**src/hdl/xcfr_pkg.sv**
```systemverilog
// Package for the XOR-checked frame receiver.
// Holds phase encoding, status codes, register indexes and frame constants.
// No dependencies.
`timescale 1ns / 1ps

package xcfr_pkg;

    typedef enum logic [2:0] {
        PH_HUNT = 3'b001,
        PH_LEN  = 3'b010,
        PH_BODY = 3'b100
    } phase_t;

    typedef enum logic [2:0] {
        ST_BUSY    = 3'd0,
        ST_GOOD    = 3'd1,
        ST_CSUM    = 3'd2,
        ST_BADLEN  = 3'd3,
        ST_TIMEOUT = 3'd4
    } status_t;

    typedef enum logic [1:0] {
        REG_HEADER_FIRST  = 2'd0,
        REG_HEADER_SECOND = 2'd1,
        REG_TIMEOUT_TICKS = 2'd2,
        REG_UNUSED        = 2'd3
    } reg_index_t;

    localparam logic       CMD_BYTE = 1'b0;
    localparam logic       CMD_TICK = 1'b1;

    localparam logic [7:0]  MIN_FRAME_LEN     = 8'd3;
    localparam logic [7:0]  HEADER_FIRST_RST  = 8'd170;
    localparam logic [7:0]  HEADER_SECOND_RST = 8'd85;
    localparam logic [15:0] TIMEOUT_TICKS_RST = 16'd100;
    localparam logic [15:0] TIMER_MAX         = 16'hFFFF;

endpackage

```
**src/hdl/xor_checked_frame_receiver_top.sv**
```systemverilog
// Top level of the XOR-checked frame receiver.
// Uses xcfr_pkg for phase encoding, status codes and register indexes.
`timescale 1ns / 1ps
//
// Usage:
//   s_* channel: one transaction per serial byte (s_command = 0, s_rx_byte)
//   or per time tick (s_command = 1). m_* channel: one transaction per
//   forwarded frame byte or per timeout, with position, end flag and verdict.
//   cfg_* channel: writes header_first (0), header_second (1) and
//   timeout_ticks (2); index 3 is ignored. Writes are taken at once and
//   must only be issued while the receiver is idle.
// Timing:
//   An input transaction is registered in the input stage, then decoded
//   against the frame state in a single pass into the output register,
//   which offers the result on m_*. One input per cycle is sustained while
//   m_ready stays high; the frame state update is the only loop.
// Reset: aresetn low clears both stages, restores register defaults and
//   puts the receiver in header hunt.
// Stall: while m_ready is low with a result pending, the input stage holds
//   one more transaction, then s_ready drops until the result is taken.

module xor_checked_frame_receiver_top
    import xcfr_pkg::*;
(
    input  logic        aclk,
    input  logic        aresetn,

    input  logic        s_valid,
    output logic        s_ready,
    input  logic        s_command,
    input  logic [7:0]  s_rx_byte,

    output logic        m_valid,
    input  logic        m_ready,
    output logic [7:0]  m_data_byte,
    output logic [7:0]  m_byte_index,
    output logic        m_last,
    output logic [2:0]  m_status,

    input  logic        cfg_valid,
    output logic        cfg_ready,
    input  logic [1:0]  cfg_index,
    input  logic [15:0] cfg_data
);

    logic [7:0]  header_first_reg;
    logic [7:0]  header_second_reg;
    logic [15:0] timeout_ticks_reg;

    logic        in_valid_reg;
    logic        in_command_reg;
    logic [7:0]  in_byte_reg;

    phase_t      phase_reg, phase_next;
    logic [7:0]  byte_count_reg, byte_count_next;
    logic [7:0]  frame_length_reg, frame_length_next;
    logic [7:0]  running_xor_reg, running_xor_next;
    logic [15:0] wait_timer_reg, wait_timer_next;

    logic        out_valid_reg;
    logic [7:0]  out_data_reg, out_data_next;
    logic [7:0]  out_index_reg, out_index_next;
    logic        out_last_reg, out_last_next;
    status_t     out_status_reg, out_status_next;
    logic        res_valid;

    logic        advance;
    logic [15:0] timer_inc;
    logic [8:0]  count_plus_one;

    assign advance   = in_valid_reg && (!out_valid_reg || m_ready);
    assign s_ready   = !in_valid_reg || advance;
    assign cfg_ready = 1'b1;

    assign m_valid      = out_valid_reg;
    assign m_data_byte  = out_data_reg;
    assign m_byte_index = out_index_reg;
    assign m_last       = out_last_reg;
    assign m_status     = out_status_reg;

    // config registers
    always_ff @(posedge aclk) begin
        if (!aresetn) begin
            header_first_reg  <= HEADER_FIRST_RST;
            header_second_reg <= HEADER_SECOND_RST;
            timeout_ticks_reg <= TIMEOUT_TICKS_RST;
        end else if (cfg_valid && cfg_ready) begin
            case (reg_index_t'(cfg_index))
                REG_HEADER_FIRST:  header_first_reg  <= cfg_data[7:0];
                REG_HEADER_SECOND: header_second_reg <= cfg_data[7:0];
                REG_TIMEOUT_TICKS: timeout_ticks_reg <= cfg_data;
                default: ;
            endcase
        end
    end

    // input stage
    always_ff @(posedge aclk) begin
        if (!aresetn) begin
            in_valid_reg <= 1'b0;
        end else if (s_ready) begin
            in_valid_reg <= s_valid;
        end
    end

    always_ff @(posedge aclk) begin
        if (s_valid && s_ready) begin
            in_command_reg <= s_command;
            in_byte_reg    <= s_rx_byte;
        end
    end

    assign timer_inc      = (wait_timer_reg != TIMER_MAX) ? wait_timer_reg + 16'd1
                                                          : wait_timer_reg;
    assign count_plus_one = {1'b0, byte_count_reg} + 9'd1;

    // frame decode
    always_comb begin
        phase_next        = phase_reg;
        byte_count_next   = byte_count_reg;
        frame_length_next = frame_length_reg;
        running_xor_next  = running_xor_reg;
        wait_timer_next   = wait_timer_reg;
        res_valid         = 1'b0;
        out_data_next     = in_byte_reg;
        out_index_next    = byte_count_reg;
        out_last_next     = 1'b0;
        out_status_next   = ST_BUSY;

        if (in_command_reg == CMD_TICK) begin
            if (phase_reg != PH_HUNT) begin
                wait_timer_next = timer_inc;
                if (timer_inc >= timeout_ticks_reg) begin
                    res_valid         = 1'b1;
                    out_data_next     = 8'd0;
                    out_last_next     = 1'b1;
                    out_status_next   = ST_TIMEOUT;
                    phase_next        = PH_HUNT;
                    byte_count_next   = 8'd0;
                    frame_length_next = 8'd0;
                    running_xor_next  = 8'd0;
                    wait_timer_next   = 16'd0;
                end
            end
        end else begin
            case (phase_reg)
                PH_HUNT: begin
                    if (in_byte_reg == header_first_reg ||
                        in_byte_reg == header_second_reg) begin
                        res_valid         = 1'b1;
                        out_index_next    = 8'd0;
                        running_xor_next  = in_byte_reg;
                        byte_count_next   = 8'd1;
                        frame_length_next = 8'd0;
                        wait_timer_next   = 16'd0;
                        phase_next        = PH_LEN;
                    end
                end
                PH_LEN: begin
                    res_valid      = 1'b1;
                    out_index_next = 8'd1;
                    if (in_byte_reg < MIN_FRAME_LEN) begin
                        out_last_next     = 1'b1;
                        out_status_next   = ST_BADLEN;
                        phase_next        = PH_HUNT;
                        byte_count_next   = 8'd0;
                        frame_length_next = 8'd0;
                        running_xor_next  = 8'd0;
                        wait_timer_next   = 16'd0;
                    end else begin
                        frame_length_next = in_byte_reg;
                        running_xor_next  = running_xor_reg ^ in_byte_reg;
                        byte_count_next   = 8'd2;
                        wait_timer_next   = 16'd0;
                        phase_next        = PH_BODY;
                    end
                end
                PH_BODY: begin
                    res_valid = 1'b1;
                    if (count_plus_one >= {1'b0, frame_length_reg}) begin
                        out_last_next     = 1'b1;
                        out_status_next   = (in_byte_reg == running_xor_reg) ? ST_GOOD
                                                                              : ST_CSUM;
                        phase_next        = PH_HUNT;
                        byte_count_next   = 8'd0;
                        frame_length_next = 8'd0;
                        running_xor_next  = 8'd0;
                        wait_timer_next   = 16'd0;
                    end else begin
                        running_xor_next = running_xor_reg ^ in_byte_reg;
                        byte_count_next  = count_plus_one[7:0];
                    end
                end
                default: begin
                    phase_next = PH_HUNT;
                end
            endcase
        end
    end

    // frame state
    always_ff @(posedge aclk) begin
        if (!aresetn) begin
            phase_reg        <= PH_HUNT;
            byte_count_reg   <= 8'd0;
            frame_length_reg <= 8'd0;
            running_xor_reg  <= 8'd0;
            wait_timer_reg   <= 16'd0;
        end else if (advance) begin
            phase_reg        <= phase_next;
            byte_count_reg   <= byte_count_next;
            frame_length_reg <= frame_length_next;
            running_xor_reg  <= running_xor_next;
            wait_timer_reg   <= wait_timer_next;
        end
    end

    // output stage
    always_ff @(posedge aclk) begin
        if (!aresetn) begin
            out_valid_reg <= 1'b0;
        end else if (advance) begin
            out_valid_reg <= res_valid;
        end else if (m_ready) begin
            out_valid_reg <= 1'b0;
        end
    end

    always_ff @(posedge aclk) begin
        if (advance && res_valid) begin
            out_data_reg   <= out_data_next;
            out_index_reg  <= out_index_next;
            out_last_reg   <= out_last_next;
            out_status_reg <= out_status_next;
        end
    end

    // checks
    a_hunt_clean: assert property (@(posedge aclk) disable iff (!aresetn)
        phase_reg == PH_HUNT |-> byte_count_reg == 8'd0 && running_xor_reg == 8'd0
                                 && wait_timer_reg == 16'd0)
        else $error("hunt phase with stale frame state");

    a_last_verdict: assert property (@(posedge aclk) disable iff (!aresetn)
        out_valid_reg |-> (out_last_reg == (out_status_reg != ST_BUSY)))
        else $error("end flag and verdict disagree");

    a_timeout_zero: assert property (@(posedge aclk) disable iff (!aresetn)
        out_valid_reg && out_status_reg == ST_TIMEOUT |-> out_data_reg == 8'd0)
        else $error("timeout result carries data");

    a_stall_holds_input: assert property (@(posedge aclk) disable iff (!aresetn)
        in_valid_reg && out_valid_reg && !m_ready |=> in_valid_reg && !advance == !s_ready)
        else $error("input stage lost transaction during stall");

    a_body_count: assert property (@(posedge aclk) disable iff (!aresetn)
        phase_reg == PH_BODY |-> byte_count_reg >= 8'd2 && byte_count_reg < frame_length_reg)
        else $error("body byte count out of frame");

endmodule

```
**config.mk**
```make
export PLATFORM = sky130hd
export DESIGN_NAME = xor_checked_frame_receiver_top
export DESIGN_NICKNAME = d
export VERILOG_FILES = /design/src/hdl/xcfr_pkg.sv /design/src/hdl/xor_checked_frame_receiver_top.sv
export SDC_FILE = /design/constraint.sdc
export NUM_CORES = 1
export LEC_CHECK = 0
export ABC_CLOCK_PERIOD_IN_PS = 3500
export BUFFER_PORTS_ARGS = -buffer_cell sky130_fd_sc_hd__buf_2
export CAP_MARGIN = 10
export CORE_UTILIZATION = 54
export CTS_CLUSTER_SIZE = 10
export DETAILED_ROUTE_END_ITERATION = 6
export PLACE_DENSITY = 0.78
export SLEW_MARGIN = 40
export SYNTH_ARGS = -nofsm -noshare
export SYNTH_HDL_FRONTEND = slang
export SYNTH_SLANG_ARGS = --single-unit
```
**constraint.sdc**
```tcl
create_clock -name aclk -period 3.5 [get_ports aclk]
set_input_delay 0.35 -clock aclk [delete_from_list [all_inputs] [get_ports aclk]]
set_output_delay 0.35 -clock aclk [all_outputs]
set_load 0.02 [all_outputs]
```
# Yosys cells after proc, flatten, opt, wreduce, memory -nomap -nowiden
# Cells that the tools add are included.
[totals]
ff_bits = 106
inputBits = 32
output_inout_bits = 23
elab_cells = 110
[classes]
n_addsub = 2
order_cmp = 3
n_eq_ne = 14
muxes = 55
bitwise = 1
reduce_logical = 19
[op_table]
columns = ["op", "n"]
rows = [
  ["8-bit two-way mux", 18],
  ["16-bit two-way mux", 6],
  ["8-bit one-hot mux with 3 select lines", 3],
  ["16-bit one-hot mux with 3 select lines", 1],
  ["3-bit two-way mux", 9],
  ["8-bit == test", 3],
  ["16-bit by 1-bit adder with 16-bit output (second input constant)", 1],
  ["16-bit greater-or-equal comparator", 1],
  ["16-bit != test (second input constant)", 1],
  ["8-bit one-hot mux with 2 select lines", 1],
  ["5-bit AND reduction", 3],
  ["8-bit by 1-bit adder with 9-bit output (second input constant)", 1],
  ["9-bit by 8-bit greater-or-equal comparator with 1-bit output", 1],
  ["1-bit two-way mux", 9],
  ["3-bit one-hot mux with 3 select lines", 1],
  ["8-bit by 2-bit less-than comparator with 1-bit output (second input constant)", 1],
  ["2-bit two-way mux", 4],
  ["8-bit bitwise XOR", 1],
  ["3-bit != test (second input constant)", 2],
  ["2-bit AND reduction", 3],
  ["6-bit AND reduction", 1],
  ["2-bit by 1-bit != test with 1-bit output (second input constant)", 2],
  ["1-bit one-hot mux with 2 select lines", 2],
  ["2-bit one-hot mux with 2 select lines", 1],
  ["13 further kinds", 18],
]

# Logic depth before layout (Yosys ltp)
# Gate-level depths: netlist (run 1).
[logic_depth]
depth_word = 7
ltp_mapped = 16
depth_no_buf = 15

# Worst setup path before layout (run 1)
# No wires, ideal clock.
[synth_timing]
kind = "register to register"
start = "reg wait_timer_reg[0]"
end = "reg byte_count_reg[2]"
setup_ns = 0.116
arrival_time_ns = 3.523
t_required_ns = 3.384
path_slack_ns = -0.139
path_stages_with_launch = 16
path_buffers = 0
synth_period_minus_slack_ns = 3.639
cell_sequence = "dfxtp_1 -> ha_1 -> and3_1 -> nand3_1 -> nor3_1 -> nor2_1 -> nand4_1 -> xnor2_1 -> ha_1 -> nand4_1 -> nor2_1 -> nand4_1 -> or3_1 -> a31oi_4 -> o21ai_0 -> a31o_2"
[synth_via]
elab_chain_cells = 5
word_cells_on_any_way = 6
classes_between = "1 x add/sub; 1 x order compare; 2 x eq/ne; 1 x mux; 1 x reduce/logical"
[synth_lines]
columns = ["item", "line", "source"]
rows = [
  ["start, declared", "xor_checked_frame_receiver_top.sv:58", "logic [15:0] wait_timer_reg, wait_timer_next;"],
  ["start signal, assigned", "xor_checked_frame_receiver_top.sv:214", "wait_timer_reg <= wait_timer_next;"],
  ["16-bit by 1-bit adder with 16-bit output or 16-bit != test (tied branches)", "xor_checked_frame_receiver_top.sv:113", "assign timer_inc = (wait_timer_reg != TIMER_MAX) ? wait_timer_reg + 16'd1"],
  ["16-bit two-way mux (*)", "xor_checked_frame_receiver_top.sv:113", ""],
  ["16-bit greater-or-equal comparator (*)", "xor_checked_frame_receiver_top.sv:133", "if (timer_inc >= timeout_ticks_reg) begin"],
  ["2-bit by 1-bit != test with 1-bit output (no line) (*)", "-", ""],
  ["5-bit AND reduction (no line) (*)", "-", ""],
  ["end signal, assigned", "xor_checked_frame_receiver_top.sv:211", "byte_count_reg <= byte_count_next;"],
  ["end, declared", "xor_checked_frame_receiver_top.sv:55", "logic [7:0] byte_count_reg, byte_count_next;"],
]
# Every way passes the cells marked *; elsewhere a longest branch is shown, timed or not.
# A chain may end at the register's enable or synchronous reset.

# Final worst setup path (run 1)
[layout_timing]
start = "reg wait_timer_reg[7]"
end = "reg out_last_reg, in the netlist m_last, enable pin"
[layout_via]
elab_chain_cells = 7
word_cells_on_any_way = 8
classes_between = "1 x add/sub; 1 x order compare; 1 x eq/ne; 4 x mux; 1 x reduce/logical"
[layout_lines]
columns = ["item", "line", "source"]
rows = [
  ["16-bit by 1-bit adder with 16-bit output or 16-bit != test (tied branches)", "xor_checked_frame_receiver_top.sv:113", ""],
  ["16-bit two-way mux (*)", "xor_checked_frame_receiver_top.sv:113", ""],
  ["16-bit greater-or-equal comparator (*)", "xor_checked_frame_receiver_top.sv:133", ""],
  ["1-bit two-way mux (*)", "xor_checked_frame_receiver_top.sv:133", ""],
  ["1-bit two-way mux (*)", "xor_checked_frame_receiver_top.sv:131", "if (phase_reg != PH_HUNT) begin"],
  ["1-bit two-way mux (*)", "xor_checked_frame_receiver_top.sv:130", "if (in_command_reg == CMD_TICK) begin"],
  ["1-bit logical AND (*)", "xor_checked_frame_receiver_top.sv:230", "if (advance && res_valid) begin"],
  ["end signal, assigned", "xor_checked_frame_receiver_top.sv:233", "out_last_reg <= out_last_next;"],
  ["end, declared", "xor_checked_frame_receiver_top.sv:63", "logic out_last_reg, out_last_next;"],
]
# Marks and branches as above.

==> results.py, run 1 <==
metrics = {
    "status": {
        "outcome": "complete, no violations",
    },
    "yosys": {
        "synthCells": 626,
        "syn-num-nets": 684,
        "synth_top_family_by_area": "simple AND/OR/NAND/NOR gates",
        "synth.area.top_cells": "dfxtp_1 (28%), edfxtp_1 (16%), nand2_1 (6.8%)",
        "synth_seq_cells": 106,
        "netlist_area_mm2": 0.00559,
        "synth_async_sr_flop_share_pct": 0,
        "muxShareOfSynthArea_pct": 3.47,
        "synth_top_area_share_pct": 27.6,
        "seq_area_frac_synth_pct": 43.1,
        "synthSimpleGateAreaFrac_pct": 21.8,
        "synth_compound_area_share_pct": 15.9,
        "avgSynthCellArea_um2": 8.93,
        "synth_xor_area_share_pct": 5.64,
        "synth_edf_count": 29,
        "ys_types": 70,
        "synthAdderAreaFrac_pct": 5.82,
        "synth_ff_type": "dfxtp_1",
        "yosysTopAreaCell": "dfxtp_1",
        "synth_warnings": 0,
    },
    "place": {
        "hpwl_um": 9480,
        "port_buffers": 53,
        "post_dp_cell_area_mm2": 0.00607,
        "pre_cts_slack_ps": 36.2,
        "place_congestion": 0.904,
    },
    "final_layout": {
        "layout-drive-gt1-share_pct": 19.5,
        "fin_area_mm2": 0.00641,
        "fin_nets": 745,
        "num-fill-cells": 835,
        "multi_input_area_mm2": 0.00304,
        "diodes": 0,
        "area_delta_synth_final_pct": 14.7,
        "register_area_mm2": 0.00242,
    },
    "worst_hold_path": {
        "worstHoldStart": "s_rx_byte[4]",
        "hold_class": "input port to flip-flop",
    },
    "cts": {
        "clk_pin_slew_ps": 100,
        "cts_buffers": 9,
        "clock_sinks": 106,
        "tritoncts": "done",
        "cts_htree_levels": 3,
        "clk_latency_ps": 380,
        "clockBufferDepth": 2,
        "cts_root_buffer": "clkbuf_8",
    },
    "grt": {
        "grt_usage_pct": 24.0,
        "grt_pass1_vias": 4392,
        "grt_start_max_net_pins": 43,
        "grt_overflow": 0,
        "antenna_found_initial": 0,
        "grt_pass1_wl_um": 20700,
    },
    "route": {
        "num_vias": 4741,
        "finalWirelength_um": 12700,
        "remaining_drc_errors": 0,
        "ant_nets": 0,
        "dr.pass1.iters": 5,
        "wire_per_inst_um": 15.4,
        "dr.first_iter.drc_count": 474,
        "via_per_inst": 5.75,
    },
    "critical_path": {
        "crit_start": "wait_timer_reg[7]",
        "slowest_delay_ps": 380,
        "reg2reg_slack_ps": 60,
        "end_kind": "flip-flop",
        "cp.required_ps": 3590,
        "startpoint_type": "flip-flop",
        "reg2reg_from": "wait_timer_reg[7]",
        "crit_arrival_ps": 3520,
        "worstPathCellList": "and4_4, nand4_1, nor3_2, nor2_2, nand4_1, xnor2_1, ha_1, nand4_1, o21bai_1, nor2_1, o31a_1, a31oi_4, buf_4",
        "crit_fanout": 11,
        "path_common_cell": "nand4_1",
        "slowest_stage": "dfxtp_4",
        "critPathKind": "flip-flop to flip-flop",
    },
    "floorplanning": {
        "start_util_pct": 56.4,
        "io_pins": 55,
        "core_mm2": 0.00991,
        "die_h_um": 104,
        "die_w_um": 104,
        "fp-row-count": 36,
        "fp.dieArea_mm2": 0.0108,
    },
    "power_and_ir_drop": {
        "peakVddDrop_v": 0.000259,
        "powerDensity_mw_per_mm2": 348,
        "p_leak_nw": 2.56,
    },
    "timing": {
        "max_slew.worst_pin.slew_ps": 808,
        "clock_skew_ps": 13.0,
        "hold_viol": 0,
        "setup_viol": 0,
        "setup_ws_ps": 64.7,
        "max_freq_ghz": 0.291,
        "report.final.slew_viol_count": 0,
        "finalCritPeriodShare_pct": 98.2,
        "setup_tns_ps": 0,
        "whs_ps": 135,
        "slew_headroom_pct": 45.7,
        "period_minus_slack_ps": 3440,
    },
    "run": {
        "drv_cap": 0,
    },
}
cells by family (layout without fill, tap and decap cells):
group,after synthesis,in the layout
DFF,106,106
adders and majority gates,26,26
buffers and inverters,58,123
other,1,1
and+or+nand+nor,251,252
muxes,19,19
xor gates and xnor gates,36,36
AOI/OAI and AO/OA,129,129
path summary, 6_finish.rpt:
| check | endpoint | cells after the start |
|---|---|---|
| worst min-delay path | in_byte_reg[4] | 1 |
| worst min register to register | timeout_ticks_reg[14] | 2 |
| worst max register to register | m_last | 13 |
| worst max-delay path | m_last | 13 |
Yosys cell counts (2+ instances only):
cell type / instances
inv_1: 33
o21a_1: 3
and3_1: 6
o211ai_1: 4
nand4_1: 12
nand2b_1: 4
edfxtp_1: 29
nand2_1: 101
xnor2_1: 24
nand3_1: 31
o21ai_0: 29
clkbuf_1: 13
buf_2: 3
mux2_2: 3
o21bai_1: 2
a31oi_4: 2
a21boi_0: 2
mux2i_1: 16
nor4_1: 2
a32o_1: 7
and2_1: 10
o31ai_1: 2
ha_1: 26
nor3b_1: 2
buf_1: 6
a21oi_1: 39
and2_0: 2
nand3b_1: 2
nor2_1: 43
nor3_1: 7
a211o_1: 2
a21o_1: 10
xor2_1: 12
nor2b_1: 5
o2bb2ai_1: 2
a31oi_1: 4
a22o_1: 9
or3_1: 8
dfxtp_1: 77
or2_2: 2
where the power goes:
part | internal [mW] | switching [mW]
registers | 1.28 | 0.0308
logic | 0.0647 | 0.0909
clock network | 0.345 | 0.425
total | 1.69 | 0.547
cell usage in the layout (no fill, tap or decap), types with 5 or more instances in the layout:
cell,count
nand3_1,29
nand2_1,100
buf_2,53
nand4_1,12
xor2_1,12
mux2i_1,16
and2_1,10
xnor2_1,23
edfxtp_1,29
a21o_1,10
a32o_1,7
ha_1,24
a21oi_1,38
clkbuf_8,11
buf_4,17
or3_1,6
nor2_1,41
nor3_1,5
inv_1,33
dfxtp_1,71
nor2b_1,5
a22o_1,9
o21ai_0,25
final cells by class:
cell class	instances	area share, %
Clock inverter	4	0.449
Inverter	34	1.99
Tap cell	133	2.59
Multi-Input combinational cell	463	47.4
Timing Repair Buffer	73	7.06
Sequential cell	106	37.8
Clock buffer	12	2.75
worst max-delay path: cells and delay by family, from the launching register on:
family                     cells  cell delay, ps
AOI/OAI and AO/OA              3             800
xor gates and xnor gates       1              90
adders and majority gates      1             300
buffers and inverters          1             270
DFF                            1             380
and+or+nand+nor                7            1300
timing repair:
| action | 4_1_cts | 5_1_grt |
|---|---|---|
| hold buffers | 0 | 0 |
| setup endpoints to repair | 0 | 64 |
| hold endpoints to repair | 0 | 0 |
| buffers inserted | 0 | 6 |
| resized for setup | 0 | 23 |
layer usage:
layer	up-vias	share of wire, %	global-route usage, %
met2	178	47	38.8
li1	2320	-	-
met5	-	0	0
met4	0	2.7	11.1
met3	30	6.2	3.08
met1	2213	44	32.0
through the flow:
stage                     total power, mW  utilization [%]  instances
after detailed placement             1.49             61.2        802
after CTS                            2.24             63.3        818
after global placement               1.48             61.2        802
after floorplan                      1.43                -        626
after global routing                 2.31             64.7        825
final                                2.23             64.7        825
Power figures use the tool's default switching activity.
==> inputs of run 2 (changes only) <==
Settings changed: ABC_CLOCK_PERIOD_IN_PS 3500 to 3600, CELL_PAD_IN_SITES_DETAIL_PLACEMENT set to 1, CELL_PAD_IN_SITES_GLOBAL_PLACEMENT set to 1, CORE_UTILIZATION 54 to 45, PLACE_DENSITY 0.78 to 0.8, REMOVE_ABC_BUFFERS set to 1.
Clock period 3.5 ns to 3.6 ns, I/O delays scaled along.
==> results.py, run 2 (same netlist as run 1, synthesis figures left out) <==
metrics = {
    "grt": {
        "grt_pass1_wl_um": 25300,
        "grt_usage_pct": 25.4,
        "grt_start_max_net_pins": 29,
        "antenna_found_initial": 0,
        "grt_overflow": 0,
        "grt_pass1_vias": 4921,
    },
    "power_and_ir_drop": {
        "power_switching_mw": 0.595,
        "switching_share_pct": 23.9,
        "peakVddDrop_v": 0.000339,
        "powerDensity_mw_per_mm2": 378,
        "p_leak_nw": 2.65,
        "seqPwrFrac_pct": 51.2,
        "p_clk_share_pct": 42.1,
        "p_int_mw": 1.90,
        "p_comb_share_pct": 6.7,
    },
    "cts": {
        "ctsHoldBuffers": 0,
        "cts_root_buffer": "clkbuf_16",
        "cts_buffers": 9,
        "clockBufferDepth": 2,
        "clk_latency_ps": 360,
        "clk_pin_slew_ps": 70,
        "clock_sinks": 106,
        "cts_htree_levels": 3,
        "tritoncts": "done",
    },
    "status": {
        "outcome": "complete, no violations",
    },
    "final_layout": {
        "diodes": 0,
        "fin_util_pct": 54.7,
        "layout_commonest_cell": "nand2_1",
        "area_delta_synth_final_pct": 17.9,
        "layout-drive-gt1-share_pct": 19.7,
        "fin_cells": 867,
        "mostFrequentLayoutCells": "nand2_1 (100), dfxtp_1 (72), buf_2 (53)",
        "fin_nets": 752,
    },
    "timing": {
        "max_freq_ghz": 0.280,
        "hold_viol": 0,
        "max_slew.worst_pin.slew_ps": 799,
        "setup_viol": 0,
        "slew_headroom_pct": 46.7,
        "period_minus_slack_ps": 3570,
        "clock_skew_ps": 6.00,
        "report.final.slew_viol_count": 0,
        "whs_ps": 175,
        "finalCritPeriodShare_pct": 99.0,
        "setup_ws_ps": 34.3,
    },
    "place": {
        "hpwl_um": 11700,
        "place_congestion": 0.801,
        "port_buffers": 53,
        "placedCellCount": 842,
        "pre_cts_slack_ps": -66.7,
    },
    "floorplanning": {
        "fp-row-count": 40,
        "io_pins": 55,
        "core_mm2": 0.0121,
        "fp.dieArea_mm2": 0.0129,
        "die_h_um": 113,
        "die_w_um": 113,
        "start_util_pct": 46.4,
    },
    "worst_hold_path": {
        "worstHoldStart": "s_rx_byte[4]",
        "hold_depth": 1,
        "hold_end": "in_byte_reg[4]",
        "hold_class": "input port to flip-flop",
    },
    "run": {
        "drv_cap": 0,
    },
    "route": {
        "remaining_drc_errors": 0,
        "wire_per_inst_um": 18.6,
        "num_vias": 4820,
        "via_per_inst": 5.56,
        "finalWirelength_um": 16100,
        "dr.first_iter.drc_count": 254,
        "dr.pass1.iters": 4,
        "ant_nets": 0,
    },
    "critical_path": {
        "crit_arrival_ps": 3820,
        "regToRegEndpoint": "running_xor_reg[5]",
        "crit_fanout": 7,
        "rr_worst_depth": 16,
        "reg2reg_slack_ps": 30,
        "critPathKind": "flip-flop to flip-flop",
        "reg2reg_from": "wait_timer_reg[9]",
        "end_kind": "flip-flop",
        "startpoint_type": "flip-flop",
        "cp.required_ps": 3850,
    },
}
-- run 2: cell count changes in the layout (fill, tap and decap cells not counted), moves of 2 or more --
cell       change
buf_4          +8
clkbuf_16      +9
nor3_2         -2
clkbuf_8      -11
o21ai_1        -2
buf_12         -2
ha_1           +2
-- run 2: power groups by stage --
| stage | clock network (mW) | logic, mW | registers (mW) |
|---|---|---|---|
| floorplan | 0 | 0.0881 | 1.29 |
| global placement | 0 | 0.148 | 1.30 |
| detailed placement | 0 | 0.153 | 1.30 |
| CTS | 1.06 | 0.158 | 1.28 |
| global route | 1.11 | 0.182 | 1.28 |
| finish | 1.05 | 0.167 | 1.28 |
-- run 2: final cells by class --
type | instances | area (um^2)
tap | 168 | 210
multi-input combinational | 462 | 3020
inverter | 34 | 128
sequential | 106 | 2420
timing repair buffer | 81 | 499
clock buffer | 11 | 254
fill | 1417 | 5470
clock inverter | 5 | 60.1
-- run 2: layer usage --
layer | global-route usage, % | share of wire [%]
met3 | 3.40 | 3.1
met2 | 44.3 | 50
met1 | 32.0 | 45
met4 | 9.47 | 1.6
met5 | 0 | 0
-- run 2: metrics by stage --
stage	TNS [ps]	instance area (um^2)	power (mW)
after floorplan	-150	5490	1.38
after global placement	0	6110	1.45
after detailed placement	-468	6110	1.46
after CTS	0	6470	2.49
after global routing	-1220	6590	2.57
final	0	6590	2.49
-- run 2: how the worst max path moves through the flow --
stage / cells past startpoint / start / slack [ps] / end
6_report: 16 / wait_timer_reg[9] / 30 / running_xor_reg[5]
5_1_grt: 14 / wait_timer_reg[0] / -70 / running_xor_reg[7]
4_1_cts: 14 / wait_timer_reg[0] / 5 / running_xor_reg[7]
3_5_place_dp: 15 / wait_timer_reg[0] / -70 / frame_length_reg[1]
3_3_place_gp: 13 / wait_timer_reg[8] / 70 / frame_length_reg[6]
2_1_floorplan: 15 / wait_timer_reg[0] / -110 / running_xor_reg[7]
-- run 2: critical path, cell delays in order (launching register included) --
cell     delay (ps)
dfxtp_4         380
and4_4          270
nand4_1         180
buf_6           190
nor3_4          210
nor2_4           90
nand4_1         140
xnor2_1         110
ha_1            310
nand4_1         170
nor2_2          180
nand4_1         120
or3_4           360
a31oi_4         290
nor2_4          110
buf_4           180
a21o_1          180
-- run 2: timing repair --
| item | in CTS | in global routing |
|---|---|---|
| pin swaps | 3 | 10 |
| setup buffers | 4 | 5 |
| setup endpoints to repair | 35 | 62 |
| resized for setup | 5 | 31 |
